### src/rtl/slss_pkg.sv
package slss_pkg;

	localparam int CAPACITY = 64;
	localparam int IDX_W = $clog2(CAPACITY);
	localparam int CNT_W = $clog2(CAPACITY + 1);
	localparam int POS_W = 6;
	localparam int CMP_W = (CNT_W > POS_W) ? CNT_W : POS_W;
	localparam int VAL_W = 32;
	localparam int CNT_OUT_W = 7;
	localparam int GRP = 8;
	localparam int NGRP = (CAPACITY + GRP - 1) / GRP;

	localparam logic [1:0] OP_INSERT = 2'd0;
	localparam logic [1:0] OP_REMOVE = 2'd1;
	localparam logic [1:0] OP_FIND   = 2'd2;
	localparam logic [1:0] OP_READ   = 2'd3;

	localparam logic [1:0] ST_OK       = 2'd0;
	localparam logic [1:0] ST_BADPOS   = 2'd1;
	localparam logic [1:0] ST_FULL     = 2'd2;
	localparam logic [1:0] ST_NOTFOUND = 2'd3;

	typedef struct packed {
		logic [1:0]              op;
		logic signed [VAL_W-1:0] value;
		logic [POS_W-1:0]        position;
	} item_t;

	typedef struct packed {
		logic [1:0]              status;
		logic signed [VAL_W-1:0] result_value;
		logic [POS_W-1:0]        result_position;
		logic                    position_valid;
		logic [CNT_OUT_W-1:0]    entry_count;
	} result_t;

	// per-cell compare results, captured at the item transfer
	typedef struct packed {
		logic valid;   // cell holds a live entry
		logic stop;    // live entry that does not go before the new value
		logic eq;      // live entry equal to the key
		logic sel;     // cell index equals the requested position
		logic ge_pos;  // cell index at or above the requested position
	} cell_flag_t;

	typedef struct packed {
		logic load_new;
		logic take_left;
		logic take_right;
	} cell_ctl_t;

endpackage

### src/rtl/slss_resolve.sv
module slss_resolve import slss_pkg::*; (
	input  logic [CAPACITY-1:0] valid_v,
	input  logic [CAPACITY-1:0] stop_v,
	input  logic [CAPACITY-1:0] eq_v,
	input  logic [CAPACITY-1:0] ge_pos_v,
	input  logic                do_ins,
	input  logic                do_rem,
	output cell_ctl_t           ctl [CAPACITY],
	output logic [CAPACITY-1:0] first_eq
);

	localparam logic [CAPACITY-1:0] ONE = {{(CAPACITY-1){1'b0}}, 1'b1};

	logic [CAPACITY-1:0] mark;
	logic [CAPACITY-1:0] mark_neg;
	logic [CAPACITY-1:0] at_v;
	logic [CAPACITY-1:0] ge_v;

	always_comb begin
		// first stop cell, or the first free cell when every entry goes before
		mark = stop_v | (~valid_v & {valid_v[CAPACITY-2:0], 1'b1});
		mark_neg = ~mark + ONE;
		at_v = mark & mark_neg;
		ge_v = mark | mark_neg;
		first_eq = eq_v & (~eq_v + ONE);
		for (int i = 0; i < CAPACITY; i++) begin
			ctl[i].load_new = do_ins && at_v[i];
			ctl[i].take_left = do_ins && ge_v[i] && !at_v[i] && (i > 0);
			ctl[i].take_right = do_rem && ge_pos_v[i] && (i < CAPACITY - 1);
		end
	end

endmodule

### config.mk
export PLATFORM = sky130hd
export DESIGN_NAME = slss_resolve
export DESIGN_NICKNAME = d
export VERILOG_FILES = /design/src/rtl/slss_pkg.sv /design/src/rtl/slss_resolve.sv
export SDC_FILE = /design/constraint.sdc
export NUM_CORES = 1
export LEC_CHECK = 0
export ABC_AREA = 1
export BUFFER_PORTS_ARGS = -buffer_cell sky130_fd_sc_hd__buf_2
export CAP_MARGIN = 25
export CORE_AREA = 2 2 202 204
export DETAILED_ROUTE_END_ITERATION = 7
export DIE_AREA = 0 0 204 206
export PLACE_DENSITY = 0.47
export SLEW_MARGIN = 15
export SYNTH_ARGS = -nofsm -noshare
export SYNTH_HDL_FRONTEND = slang
export SYNTH_SLANG_ARGS = --single-unit
### constraint.sdc
create_clock -name vclk -period 1.6
set_clock_uncertainty 0.15 [all_clocks]
set_input_delay 0 -clock vclk [all_inputs]
set_output_delay 0 -clock vclk [all_outputs]
set_load 0.01 [all_outputs]
==> impl_metrics.tcl <==
set metrics [dict create \
    ioPinCount 514 \
    power.internal_w 0.0009165 \
    min_path_type "primary input to output pin" \
    wire_per_inst_um 15.68 \
    drv_slew 0 \
    startpoint_type "primary input" \
    grt_pass1_wl_um 53880 \
    dr.pass1.iters 5 \
    cp_max_fo 8 \
    gp_congestion 0.9557 \
    end_kind "output pin" \
    drt-total-wl_um 38670 \
    grt_max_degree 64 \
    fp.coreArea_mm2 0.04018 \
    vias_per_cell 4.133 \
    max-cap-violations 0 \
    synth-compound-area-share 0.06726 \
    outcome "finished, violations left" \
    drtIter0Drc 390 \
    fp.dieH_um 206 \
    violations "setup timing" \
    crit_required_ps 1450 \
    synth_xor_area_frac 0 \
    fin_ws_ps -22.45 \
    syn-instance-count 1209 \
    fin_nets 2193 \
    rows 74 \
    route.detailed.drc 0 \
    synth_fa_ha_area_frac 0 \
    fin_crit_ps 1622 \
    ys_types 35 \
    multi_input_comb_area_mm2 0.005834 \
    fmaxAchievable_ghz 0.6164 \
    arrival_ps 1470 \
    route.antenna.remaining_nets 0 \
    grt_setup_unrepaired "true" \
    ir_drop_uv 97.91 \
    grt_pass1_vias 9933 \
    yosys.area_share.simple 0.6922 \
    register_area_um2 0 \
    utilization 0.3095 \
    fillers 4554 \
    worst_pin_slew_ps 512.0 \
    power_density_mw_per_mm2 171.2 \
    slew_headroom 0.6555 \
    start_util 0.1287 \
    fp.dieW_um 204 \
    seq_cells 0 \
    yosysSeqAreaShare 0 \
    synthMuxAreaShare 0 \
    path_class "primary input to output pin" \
    syn_area_per_cell_um2 4.277 \
    synth_top_family_by_area "simple AND/OR/NAND/NOR gates" \
    hold_viol 0 \
    portBuffers 511 \
    track_usage 0.1648 \
    syn_area_mm2 0.005171 \
    drive_gt1_frac 0.6146 \
    n_clock_buffer 0 \
    area_growth_syn_to_layout_pct 140.5 \
    p_sw_frac 0.5694 \
    post-dp-hpwl_um 33520 \
    period_share 1.014 \
    p_leak_nw 7.247 \
    p_sw_w 0.001212 \
    vias 10190 \
    die_area_mm2 0.04202 \
    p_seq_frac 0 \
    antenna_found_initial 5 \
    pre_cts_ws_ps -499.9 \
    yosys_warnings 0 \
    p_clk_frac 0 \
    setup-violations-final 6 \
    p_comb_frac 1.000 \
    gr-total-overflow 0 \
]
[kinds of logic (layout without fill, tap and decap cells)]
kind of cell           after synthesis  in the layout
and+or+nand+nor                    822            822
buffers and inverters              327           1050
AOI/OAI and AO/OA                   59             59
other                                1              3
[cells in the mapped netlist (2+ instances only)]
cell type,count,share of area
nand3b_1,2,0.0029
nor2_2,6,0.0073
buf_1,3,0.0022
nand2_1,377,0.27
clkbuf_1,16,0.012
nand2_4,2,0.0044
inv_2,16,0.012
buf_4,3,0.0044
inv_1,287,0.21
and2_1,2,0.0024
o21ai_0,2,0.0019
or2_2,4,0.0048
nand2_2,6,0.0073
nor3_1,35,0.034
and3_1,4,0.0048
nor2_4,9,0.020
nor2_1,272,0.20
o21bai_2,2,0.0044
nor3_2,7,0.014
nor4_1,19,0.023
a21oi_2,3,0.0051
nor3b_1,6,0.0087
nor2_8,3,0.012
nand3_2,3,0.0058
nand4_1,16,0.019
o21bai_1,11,0.016
nand3_1,47,0.045
a21oi_1,39,0.038
[stage by stage]
| step | hold WS (ps) | setup TNS (ps) | instance area (um^2) | total power [W] | std cells |
|---|---|---|---|---|---|
| 2_1_floorplan | -102.5 | 0 | 5175 | 0.0006864 | 1210 |
| 3_3_place_gp | 113.8 | -23600 | 9788 | 0.001656 | 2422 |
| 3_5_place_dp | 116.0 | -22370 | 9788 | 0.001657 | 2422 |
| 4_1_cts | 117.1 | -389.0 | 10970 | 0.001862 | 2443 |
| 5_1_grt | 131.9 | -2399 | 12440 | 0.002310 | 2466 |
| 6_report | 117.2 | -76.97 | 12440 | 0.002129 | 2466 |
[worst max-delay path, stage by stage]
cell and delay (ps):
buf_8 80, buf_6 100, inv_6 40, a21oi_4 170, nand2_4 90, nor2_4 230, nand3_4 150, nor2_4 130
buf_12 170, and3_4 200, buf_6 100
[repair_timing]
action,in CTS,in global routing
resized for setup,300,364
hold buffers,0,0
endpoints found under the setup margin,115,128
buffers inserted,22,23
pin swaps,76,130
[power by group through the flow]
stage | combinational, W | clock, W | sequential (W)
2_1_floorplan | 0.000686 | 0 | 0
3_3_place_gp | 0.00166 | 0 | 0
3_5_place_dp | 0.00166 | 0 | 0
4_1_cts | 0.00186 | 0 | 0
5_1_grt | 0.00231 | 0.0000000000836 | 0
6_report | 0.00213 | 0.0000000000836 | 0
[worst paths after layout]
path / start / endpoint / slack (ps) / cells past startpoint
setup / recovery: valid_v[4] / ctl[107] / -20 / 11
hold / removal: ge_pos_v[28] / ctl[105] / 120 / 4
[cells in the final DEF, fill, tap and decap left out, types with 17 or more instances in the layout]
cell	count
nor3_1	24
nor2_1	120
nand3_1	36
buf_6	59
inv_2	36
nand2_1	233
buf_4	213
a21oi_1	24
buf_2	463
nor2_4	95
nor4_1	17
nand2_2	93
inv_1	257
nand2_4	57
nor2_2	72
[area by class of cell]
| class | count | area share |
|---|---|---|
| inverter | 305 | 0.09528 |
| timing repair buffer | 745 | 0.3818 |
| multi-input combinational | 883 | 0.4692 |
| antenna | 1 | 0.0002012 |
| tap | 532 | 0.05353 |
[metal layers]
| metal | global-route usage | share of wire | up-vias |
|---|---|---|---|
| met1 | 0.1812 | 0.38 | 4682 |
| met5 | 0 | 0.00031 | - |
| met2 | 0.3259 | 0.53 | 425 |
| met4 | 0.04943 | 0.034 | 2 |
| met3 | 0.02066 | 0.059 | 67 |
| li1 | - | - | 5017 |
(Power assumes the default switching activity.)
