File: src/rtl/slss_pkg.sv
package slss_pkg;

	localparam int CAPACITY = 64;
	localparam int IDX_W = $clog2(CAPACITY);
	localparam int CNT_W = $clog2(CAPACITY + 1);
	localparam int POS_W = 6;
	localparam int CMP_W = (CNT_W > POS_W) ? CNT_W : POS_W;
	localparam int VAL_W = 32;
	localparam int CNT_OUT_W = 7;
	localparam int GRP = 8;
	localparam int NGRP = (CAPACITY + GRP - 1) / GRP;

	localparam logic [1:0] OP_INSERT = 2'd0;
	localparam logic [1:0] OP_REMOVE = 2'd1;
	localparam logic [1:0] OP_FIND   = 2'd2;
	localparam logic [1:0] OP_READ   = 2'd3;

	localparam logic [1:0] ST_OK       = 2'd0;
	localparam logic [1:0] ST_BADPOS   = 2'd1;
	localparam logic [1:0] ST_FULL     = 2'd2;
	localparam logic [1:0] ST_NOTFOUND = 2'd3;

	typedef struct packed {
		logic [1:0]              op;
		logic signed [VAL_W-1:0] value;
		logic [POS_W-1:0]        position;
	} item_t;

	typedef struct packed {
		logic [1:0]              status;
		logic signed [VAL_W-1:0] result_value;
		logic [POS_W-1:0]        result_position;
		logic                    position_valid;
		logic [CNT_OUT_W-1:0]    entry_count;
	} result_t;

	// per-cell compare results, captured at the item transfer
	typedef struct packed {
		logic valid;   // cell holds a live entry
		logic stop;    // live entry that does not go before the new value
		logic eq;      // live entry equal to the key
		logic sel;     // cell index equals the requested position
		logic ge_pos;  // cell index at or above the requested position
	} cell_flag_t;

	typedef struct packed {
		logic load_new;
		logic take_left;
		logic take_right;
	} cell_ctl_t;

endpackage

File: src/rtl/slss_cell.sv
module slss_cell import slss_pkg::*; (
	input  logic                    clk,
	input  logic [IDX_W-1:0]        index,
	input  logic                    capture,
	input  logic signed [VAL_W-1:0] key,
	input  logic [POS_W-1:0]        position,
	input  logic                    desc,
	input  logic [CNT_W-1:0]        count,
	input  cell_ctl_t               ctl,
	input  logic signed [VAL_W-1:0] left_value,
	input  logic signed [VAL_W-1:0] right_value,
	output logic signed [VAL_W-1:0] value,
	output cell_flag_t              flags
);

	logic signed [VAL_W-1:0] value_q;
	cell_flag_t flags_q;
	cell_flag_t flags_d;
	logic goes_before;

	always_comb begin
		goes_before = desc ? (value_q >= key) : (value_q <= key);
		flags_d.valid = CNT_W'(index) < count;
		flags_d.stop = flags_d.valid && !goes_before;
		flags_d.eq = flags_d.valid && (value_q == key);
		flags_d.sel = CMP_W'(index) == CMP_W'(position);
		flags_d.ge_pos = CMP_W'(index) >= CMP_W'(position);
	end

	always_ff @(posedge clk) begin
		if (capture) begin
			flags_q <= flags_d;
		end
		if (ctl.load_new) begin
			value_q <= key;
		end else if (ctl.take_left) begin
			value_q <= left_value;
		end else if (ctl.take_right) begin
			value_q <= right_value;
		end
	end

	assign value = value_q;
	assign flags = flags_q;

endmodule

File: config.mk
export PLATFORM = sky130hd
export DESIGN_NAME = slss_cell
export DESIGN_NICKNAME = d
export VERILOG_FILES = /design/src/rtl/slss_pkg.sv /design/src/rtl/slss_cell.sv
export SDC_FILE = /design/constraint.sdc
export NUM_CORES = 1
export LEC_CHECK = 0
export CORE_UTILIZATION = 50
export DETAILED_ROUTE_END_ITERATION = 10
export DONT_BUFFER_PORTS = 1
export PLACE_DENSITY = 0.7
export SYNTH_ARGS = -nofsm -noshare
export SYNTH_HDL_FRONTEND = slang
export SYNTH_SLANG_ARGS = --single-unit
File: constraint.sdc
create_clock -name clk -period 2.9 [get_ports clk]
set_input_delay 0.435 -clock clk [delete_from_list [all_inputs] [get_ports clk]]
set_output_delay 0.435 -clock clk [all_outputs]
set_load 0.005 [all_outputs]
==> results.py, run 1 <==
metrics = {
    "outcome": {
        "outcome": "completed",
    },
    "clock_tree": {
        "max-clock-path-buffers": 2,
        "tritoncts_clock_tree": "built",
        "clk_latency_ps": 290,
        "cts_post_setup_buffers_inserted": 0,
        "clock_edge_transition_at_the_registers_on_the_reported_setup_and_hold_paths_ps": 70,
        "cts-hold-fix-buffers": 0,
        "clock_tree.htree_level_count": 2,
        "tritoncts.num_buffers": 5,
        "post_cts_resize_count": 0,
        "clock-root-buffer": "clkbuf_8",
        "numClockSinks": 37,
    },
    "routing": {
        "postRouteAntennaNets": 0,
        "finalWirelength_mm": 6.247,
        "detail_route.wl_per_cell_um": 16.75,
        "drc_errors": 0,
        "dr_wl_met2_mm": 3.229,
        "dr_wl_met3_um": 545,
        "number_of_drc_markers_after_the_initial_detailed_route_iteration": 55,
        "topRoutingLayerUsed": "met4",
        "wl_met1_mm": 2.383,
        "route.vias.total": 2104,
        "post_drt_via_cell_ratio": 5.641,
        "drt_pre_antenna_iters": 4,
    },
    "worst_hold_path": {
        "worst_hold_path.endpoint": "flags[3]",
        "min-delay-path-class": "input port to flip-flop",
        "hold_depth": 0,
        "hold_start": "capture",
    },
    "worst_setup_path": {
        "critPathMaxFanout": 2,
        "timing.setup.critical_path_class": "flip-flop to flip-flop",
        "critical_path.startpoint_type": "flip-flop",
        "critical_path_required_ps": 2940,
        "r2r_cells": 7,
        "worstReg2RegEnd": "flags[3]",
        "crit_path_end_kind": "flip-flop",
        "worst-r2r-setup-slack_ps": 530,
        "worst-endpoint-arrival_ps": 2410,
        "worstReg2RegStart": "value[17]",
    },
    "sta": {
        "finalSetupViolCount": 0,
        "timing.final.crit_share_pct": 81.70,
        "rsz0062_at_grt": "no",
        "fin_skew_ps": 7.776,
        "slew-limit-headroom_pct": 50.86,
        "maxSlewViolCount": 0,
        "hold_violations": 0,
        "post-route-min-period_ps": 2369,
        "max_freq_mhz": 422.0,
        "tightestPinTransition_ps": 737.1,
        "fin_ws_ps": 530.6,
        "tns_ps": 0,
    },
    "placement": {
        "placement.io_buffers": 0,
        "rd_place_congestion": 0.7749,
        "dp.cells": 366,
        "dp_worst_setup_slack_ps": 526.7,
        "place_hpwl_mm": 5.095,
    },
    "floorplanning": {
        "dieArea_mm2": 0.006114,
        "placeableCoreArea_mm2": 0.005540,
        "die_height_um": 78.20,
        "initial_utilization_pct": 52.39,
        "rows": 27,
        "die_w_um": 78.20,
        "design.portCount": 158,
    },
    "synthesis": {
        "synth_top_area_share_pct": 38.28,
        "synth-seq-area-share_pct": 38.28,
        "syn_area_per_cell_um2": 9.549,
        "synth_edf_count": 37,
        "yosys_register_bits": 37,
        "top_post_synthesis_cells_by_area": "edfxtp_1 (38%), ha_1 (19%), mux2i_1 (11%)",
        "synth_commonest_cells": "inv_1 (44), ha_1 (43), nand2_1 (41), edfxtp_1 (37), o21ai_0 (35)",
        "synth.largest_area_cell": "edfxtp_1",
        "synth_async_sr_flop_share_pct": 0,
        "post_synth_instance_area_mm2": 0.002903,
        "synthCells": 304,
        "synth.distinct_cells": 33,
        "ys.warnings.count": 0,
        "yosysMostFrequentCell": "inv_1",
        "synthFlopType": "edfxtp_1",
        "synth.net_count": 468,
    },
    "cells_and_area": {
        "antenna_cells": 0,
        "nFillCells": 512,
        "area_growth_pct": 4.440,
        "multi_input_area_mm2": 0.001578,
        "nets": 465,
        "drive_gt1_share_pct": 3.654,
        "regArea_mm2": 0.001111,
        "stdcell_count": 373,
    },
    "global_route": {
        "antenna_violations_before_repair": 0,
        "groute.usage.overall_pct": 20.71,
        "global_route_wire_length_before_repair_mm": 9.687,
        "first_global_vias": 2170,
        "globalRoute.totalOverflow": 0,
        "grt_start_max_net_pins": 66,
    },
    "job": {
        "drv_cap": 0,
    },
    "pwr": {
        "p_leak_nw": 1.488,
        "power.ir.vdd_worst_uv": 273.2,
        "p_per_area_mw_per_mm2": 436.0,
    },
}
==> placed cells by master (no fill, tap or decap), types with 4 or more instances in the layout <==
cell type and instances:
edfxtp_1 37, mux2i_1 32, inv_1 44, nand2_1 41, nand3_1 4, clkbuf_8 5
nand4_1 8, a21oi_1 13, nor2_1 4, ha_1 43, o21ai_0 35, a21o_1 8
==> critical path, stage by stage, from the launching register on <==
cell and delay, ps:
edfxtp_1 440, ha_1 350, a21oi_2 150, o21ai_1 90, a221o_1 350, a2111o_1 430
nor3_1 230, nor3b_2 80
==> sequential cells by signal, summed over array words and instances (netlist names) <==
register	flops
value	32
flags	5
==> how the worst max path moves through the flow <==
stage / startpoint / endpoint / slack [ps] / cells past startpoint
global placement: key[19] / flags[3] / 620 / 8
global route: value[14] / flags[3] / 400 / 7
floorplan: key[17] / flags[3] / 700 / 8
detailed placement: value[17] / flags[3] / 530 / 7
CTS: value[17] / flags[3] / 520 / 7
finish: value[17] / flags[3] / 530 / 7
==> kinds of logic after synthesis <==
logic type | Yosys count | share of synthesized area [%]
flip-flops | 37 | 38.28
XOR/XNOR | 1 | 0.3018
multiplexers | 32 | 11.03
adder cells (fa/ha/maj) | 43 | 18.53
AND/OR/NAND/NOR | 68 | 10.99
buffers and inverters | 56 | 7.371
AO/OA/AOI/OAI | 67 | 13.49
==> power by group <==
group          internal [mW]  leakage [nW]  total [mW]  switching [mW]
Sequential             0.662         0.388       0.712          0.0498
Clock                  0.162        0.0387       0.342           0.180
Combinational          0.134          1.06       0.268           0.134
==> per-layer routing <==
| metal | vias up | global-route usage [%] |
|---|---|---|
| met5 | - | 0 |
| met4 | 0 | 6.667 |
| met1 | 930 | 22.62 |
| met3 | 8 | 7.209 |
| li1 | 1065 | - |
| met2 | 101 | 37.28 |
==> cell type report <==
class                   instances  area share, %
multi-input cells             211          52.04
flip-flops and latches         37          36.65
inverters                      45          5.572
well taps                      72          2.972
clock buffers                   6          2.394
repair buffers                  1         0.2476
clock inverters                 1         0.1238
==> per-stage QoR <==
step | power, mW | hold WS [ps] | util [%] | instance area (um2)
final | 1.322 | 252.7 | 54.72 | 3032
after global routing | 1.398 | 238.7 | 54.72 | 3032
after CTS | 1.334 | 245.3 | 54.72 | 3032
after detailed placement | 0.9956 | 548.1 | 53.34 | 2955
after global placement | 0.9793 | 548.3 | 53.34 | 2955
after floorplan | 0.9427 | 547.5 | - | 2903
No activity file was read; power rests on OpenSTA's default activity.
==> run 2: changes to the inputs <==
--- a/config.mk
+++ b/config.mk
@@ -8,7 +8,7 @@
 export CORE_UTILIZATION = 50
 export DETAILED_ROUTE_END_ITERATION = 10
 export DONT_BUFFER_PORTS = 1
-export PLACE_DENSITY = 0.7
+export PLACE_DENSITY = 0.73
 export SYNTH_ARGS = -nofsm -noshare
 export SYNTH_HDL_FRONTEND = slang
 export SYNTH_SLANG_ARGS = --single-unit
==> constraint.sdc (replaced) <==
create_clock -name clk -period 2.1 [get_ports clk]
set_input_delay 0.315 -clock clk [delete_from_list [all_inputs] [get_ports clk]]
set_output_delay 0.315 -clock clk [all_outputs]
set_load 0.005 [all_outputs]
==> run 2 against run 1 <==
The run now ends with negative setup slack left. Clock skew decreased by 1.4 ps. Sequential power rose by 36%. Sequential share of layout area fell by 4.2 points. Count of clock-buffer cells in the layout rose by 2. Register-to-register slack got worse by 560 ps. First-iteration DRC count fell by 33%. Hold slack worse by 110 ps. Largest power group unchanged. Highest routed layer unchanged.
==> results.py, run 2 (same netlist as run 1, synthesis figures left out) <==
metrics = {
    "cells_and_area": {
        "nets": 502,
        "nFillCells": 485,
        "largest_reg_flops": 32,
        "area_growth_pct": 17.89,
        "multi_input_area_mm2": 0.001687,
        "final_common_cell": "inv_1",
        "regArea_mm2": 0.001111,
        "layout.cells.most_common_list": "inv_1 (44), nand2_1 (41), buf_4 (38), ha_1 (37), edfxtp_1 (37)",
        "stdcell_count": 411,
        "design_area_mm2": 0.003422,
        "drive_gt1_share_pct": 17.11,
        "antenna_cells": 0,
    },
    "worst_setup_path": {
        "worst-endpoint-arrival_ps": 2170,
        "cp_cell_sequence": "ha_4 -> nand4_1 -> buf_4 -> nor4_1 -> buf_4 -> o31a_1 -> o21ai_1 -> nor3b_2",
        "crit_path_top_delay_cell": "edfxtp_1",
        "crit_path_end_kind": "flip-flop",
        "critical_path_required_ps": 2140,
        "worstReg2RegEnd": "flags[3]",
        "timing.critical_path.buf_inv": 2,
        "timing.setup.critical_path_class": "flip-flop to flip-flop",
        "worstReg2RegStart": "value[23]",
        "worst_path_largest_cell_delay_ps": 440,
        "critical_path.startpoint_type": "flip-flop",
        "r2r_cells": 8,
        "critPathMaxFanout": 2,
        "worst-r2r-setup-slack_ps": -30,
        "family_of_cells_with_the_greatest_summed_delay_on_the_critical_path": "simple AND/OR/NAND/NOR gates",
        "critPathMostFrequentCell": "buf_4",
    },
    "sta": {
        "fin_ws_ps": -28.68,
        "tns_ps": -28.68,
        "rsz0062_at_grt": "yes",
        "fin_skew_ps": 6.381,
        "tightestPinTransition_ps": 436.5,
        "hold_violations": 0,
        "maxSlewViolCount": 0,
        "finalSetupViolCount": 1,
        "slew-limit-headroom_pct": 70.90,
        "timing.final.crit_share_pct": 101.4,
        "max_freq_mhz": 469.8,
        "post-route-min-period_ps": 2129,
    },
    "floorplanning": {
        "dieArea_mm2": 0.006114,
        "die_w_um": 78.20,
        "rows": 27,
        "initial_utilization_pct": 52.39,
        "design.portCount": 158,
        "placeableCoreArea_mm2": 0.005540,
        "die_height_um": 78.20,
    },
    "pwr": {
        "p_clk_share_pct": 24.2,
        "switching_share_pct": 27.15,
        "internal_power_mw": 1.447,
        "power_mw": 1.987,
        "p_per_area_mw_per_mm2": 580.6,
        "power.ir.vdd_worst_uv": 329.6,
        "p_switching_mw": 0.5394,
        "p_leak_nw": 1.681,
        "p_comb_share_pct": 27.0,
        "power.share.sequential_pct": 48.8,
    },
    "routing": {
        "detail_route.wl_per_cell_um": 15.69,
        "drc_errors": 0,
        "dr_wl_met3_um": 450,
        "topRoutingLayerUsed": "met4",
        "dr_wl_met2_mm": 3.404,
        "postRouteAntennaNets": 0,
        "wl_met1_mm": 2.504,
        "number_of_drc_markers_after_the_initial_detailed_route_iteration": 37,
        "drt_pre_antenna_iters": 4,
        "post_drt_via_cell_ratio": 5.479,
        "route.vias.total": 2252,
        "finalWirelength_mm": 6.447,
    },
    "placement": {
        "place_hpwl_mm": 5.112,
        "placement.io_buffers": 0,
        "rd_place_congestion": 0.7665,
        "place_area_mm2": 0.003233,
        "dp_worst_setup_slack_ps": -89.12,
        "dp.cells": 399,
    },
    "global_route": {
        "globalRoute.totalOverflow": 0,
        "first_global_vias": 2240,
        "grt_start_max_net_pins": 66,
        "global_route_wire_length_before_repair_mm": 10.03,
        "groute.usage.overall_pct": 21.03,
        "antenna_violations_before_repair": 0,
    },
    "worst_hold_path": {
        "min-delay-path-class": "input port to flip-flop",
        "hold_start": "capture",
        "worst_hold_path.endpoint": "flags[3]",
        "hold_depth": 0,
    },
    "clock_tree": {
        "tritoncts_clock_tree": "built",
        "clock_edge_transition_at_the_registers_on_the_reported_setup_and_hold_paths_ps": 70,
        "cts-hold-fix-buffers": 0,
        "clock_tree.htree_level_count": 2,
        "clk_latency_ps": 290,
        "tritoncts.num_buffers": 5,
        "max-clock-path-buffers": 2,
        "clock-root-buffer": "clkbuf_8",
        "numClockSinks": 37,
    },
    "outcome": {
        "violations": "negative setup slack",
        "outcome": "finished with violations",
    },
    "job": {
        "drv_cap": 0,
    },
}
[run 2: changes by cell type in the layout (fill, tap and decap cells not counted), sizes merged]
cell	change
buf	+37
clkinv	-1
clkbuf	+2
[run 2: timing repair]
action,4_1_cts,5_1_grt
pin swaps,10,8
endpoints found under the hold margin,0,0
setup endpoints to repair,1,1
gates resized for setup,3,6
gates cloned,0,0
setup buffers,1,3
[run 2: worst max-delay path by stage]
stage / startpoint / to / slack [ps] / depth (start not counted)
finish: value[23] / flags[3] / -30 / 8
global route: value[14] / flags[3] / -150 / 7
CTS: value[17] / flags[3] / -50 / 7
detailed placement: value[17] / flags[3] / -90 / 7
global placement: value[22] / flags[3] / -40 / 9
floorplan: value[22] / flags[3] / 1 / 7
[run 2: power groups by stage]
stage / clock [mW] / combinational, mW / sequential, mW
after floorplan: 0 / 0.332 / 0.980
after global placement: 0 / 0.479 / 0.977
after detailed placement: 0 / 0.497 / 0.983
after CTS: 0.495 / 0.512 / 0.968
after global routing: 0.527 / 0.610 / 0.979
final: 0.480 / 0.537 / 0.970
[run 2: per-layer routing]
layer / vias to the layer above / GRT usage, %
li1: 1142 / -
met2: 91 / 39.30
met3: 9 / 6.279
met5: - / 0
met1: 1010 / 22.66
met4: 0 / 6.111
[run 2: through the flow]
stage               hold slack [ps]  util (%)
CTS                           127.8     60.34
floorplan                     427.5         -
detailed placement            428.1     58.36
global placement              428.1     58.36
finish                        139.4     61.77
global route                  122.6     61.77
[run 2: layout make-up]
type,count,area share (%)
flip-flops and latches,37,32.47
well taps,72,2.633
repair buffers,38,8.336
multi-input cells,211,49.29
clock buffers,8,2.340
inverters,45,4.936
==> run 3: changes to the inputs <==
--- a/config.mk
+++ b/config.mk
@@ -5,10 +5,10 @@
 export SDC_FILE = /design/constraint.sdc
 export NUM_CORES = 1
 export LEC_CHECK = 0
-export CORE_UTILIZATION = 50
+export BUFFER_PORTS_ARGS = -buffer_cell sky130_fd_sc_hd__buf_2
+export CORE_UTILIZATION = 41
 export DETAILED_ROUTE_END_ITERATION = 10
-export DONT_BUFFER_PORTS = 1
-export PLACE_DENSITY = 0.73
+export PLACE_DENSITY = 0.82
 export SYNTH_ARGS = -nofsm -noshare
 export SYNTH_HDL_FRONTEND = slang
 export SYNTH_SLANG_ARGS = --single-unit
==> run 3 against run 2 <==
Largest power group unchanged. Design area is 22% higher. Non-clock buffer count is 144 higher. Clock power up 25%. Via count is 25% higher. Register-to-register slack got worse by 20 ps. Sequential cell count did not move. First-iteration DRC count rose by 59%. Maximum frequency fell by 1.0%. The flow still finishes with violations (negative setup slack). Clock skew fell by 3.0 ps. Hold slack better by 180 ps. Final cell count increased by 41%.
==> results.py, run 3 (same netlist as run 1, synthesis figures left out) <==
metrics = {
    "outcome": {
        "outcome": "finished with violations",
        "violations": "negative setup slack",
    },
    "pwr": {
        "power.ir.vdd_worst_uv": 266.7,
        "p_leak_nw": 2.259,
        "p_per_area_mw_per_mm2": 544.7,
    },
    "worst_setup_path": {
        "worst-endpoint-arrival_ps": 2190,
        "family_of_cells_with_the_greatest_summed_delay_on_the_critical_path": "compound AO/OA/AOI/OAI gates",
        "crit_path_end_kind": "flip-flop",
        "cp_cell_sequence": "ha_4 -> a21oi_2 -> o21ai_2 -> a221o_1 -> a2111o_1 -> nor3_2 -> nor3b_2",
        "critical_path_required_ps": 2140,
        "timing.critical_path.buf_inv": 0,
        "worst-r2r-setup-slack_ps": -50,
        "crit_path_top_delay_cell": "edfxtp_1",
        "critPathMaxFanout": 2,
        "critical_path.startpoint_type": "flip-flop",
        "timing.setup.critical_path_class": "flip-flop to flip-flop",
        "worst_path_largest_cell_delay_ps": 440,
    },
    "floorplanning": {
        "design.portCount": 158,
        "rows": 30,
        "dieArea_mm2": 0.007420,
        "initial_utilization_pct": 42.49,
        "die_height_um": 86.14,
        "placeableCoreArea_mm2": 0.006832,
        "die_w_um": 86.14,
    },
    "sta": {
        "hold_violations": 0,
        "max_freq_mhz": 465.1,
        "post-route-min-period_ps": 2150,
        "rsz0062_at_grt": "yes",
        "finalSetupViolCount": 1,
        "fin_skew_ps": 3.352,
        "slew-limit-headroom_pct": 62.60,
        "tns_ps": -50.23,
        "maxSlewViolCount": 0,
        "timing.final.crit_share_pct": 102.4,
        "fin_ws_ps": -50.23,
        "tightestPinTransition_ps": 561.0,
    },
    "clock_tree": {
        "tritoncts.num_buffers": 5,
        "numClockSinks": 37,
        "tritoncts_clock_tree": "built",
        "clock_edge_transition_at_the_registers_on_the_reported_setup_and_hold_paths_ps": 70,
        "clock_tree.htree_level_count": 2,
        "cts-hold-fix-buffers": 0,
        "clk_latency_ps": 280,
        "max-clock-path-buffers": 2,
        "clock-root-buffer": "clkbuf_8",
    },
    "global_route": {
        "antenna_violations_before_repair": 0,
        "global_route_wire_length_before_repair_mm": 12.12,
        "globalRoute.totalOverflow": 0,
        "first_global_vias": 2843,
        "groute.usage.overall_pct": 20.82,
        "grt_start_max_net_pins": 65,
    },
    "routing": {
        "number_of_drc_markers_after_the_initial_detailed_route_iteration": 59,
        "postRouteAntennaNets": 0,
        "finalWirelength_mm": 7.448,
        "post_drt_via_cell_ratio": 4.851,
        "detail_route.wl_per_cell_um": 12.86,
        "drc_errors": 0,
        "route.vias.total": 2809,
        "drt_pre_antenna_iters": 4,
    },
    "job": {
        "drv_cap": 0,
    },
    "placement": {
        "rd_place_congestion": 0.7621,
        "placement.io_buffers": 157,
        "place_hpwl_mm": 6.045,
        "dp.cells": 565,
    },
    "cells_and_area": {
        "drive_gt1_share_pct": 42.24,
        "multi_input_area_mm2": 0.001687,
        "antenna_cells": 0,
        "nFillCells": 608,
        "final_common_cell": "buf_2",
        "largest_reg_flops": 32,
        "nets": 646,
        "regArea_mm2": 0.001111,
        "stdcell_count": 579,
        "layout.cells.most_common_list": "buf_2 (157), inv_1 (44), nand2_1 (41), ha_1 (37), edfxtp_1 (37)",
        "area_growth_pct": 43.97,
    },
    "worst_hold_path": {
        "min-delay-path-class": "input port to flip-flop",
    },
}
## run 3: where the power goes
part | internal, mW | total (mW) | leakage [nW] | switching (mW)
Clock | 0.351 | 0.602 | 0.0528 | 0.251
Combinational | 0.381 | 0.712 | 1.82 | 0.332
Sequential | 0.912 | 0.962 | 0.388 | 0.0495
## run 3: worst paths after layout
path | startpoint | endpoint | cells past startpoint
setup / recovery | value[17] | flags[3] | 7
hold / removal | capture | flags[2] | 1
setup reg to reg | value[17] | flags[3] | 7
hold reg to reg | value[31] | flags[3] | 4
## run 3: per-stage QoR
stage,worst slack [ps],hold WS (ps),utilization [%],total power [mW],instance area (um2)
after floorplan,0.9514,427.5,-,1.312,2933
after global placement,-114.6,610.7,57.80,1.619,3949
after detailed placement,-161.8,615.0,57.80,1.654,3949
after CTS,-33.86,314.7,59.89,2.275,4091
after global routing,-151.6,313.6,61.17,2.437,4179
final,-50.23,318.3,61.17,2.276,4179
## run 3: worst reg2reg max path, cell delays in order, from the launching register on
cell and delay [ps]:
edfxtp_1 440, ha_4 250, a21oi_2 140, o21ai_2 70, a221o_1 350, a2111o_1 400, nor3_2 200, nor3b_2 60
## run 3: per-layer routing
layer	track usage, %	share of wire [%]	vias to the layer above
li1	-	-	1437
met2	40.91	55	77
met3	4.331	4.3	6
met5	0	0	-
met1	22.70	40	1289
met4	4.394	0.60	0
## run 3: what timing repair did
item,CTS,global route
resized for setup,6,4
pin swaps,10,9
endpoints found under the setup margin,1,1
setup buffers,1,5
## run 3: area by class of cell
class	instances	share of cell area (%)
multi-input cells	211	40.36
flip-flops and latches	37	26.59
repair buffers	182	23.59
inverters	45	4.042
well taps	96	2.874
clock buffers	6	1.737
clock inverters	2	0.8084
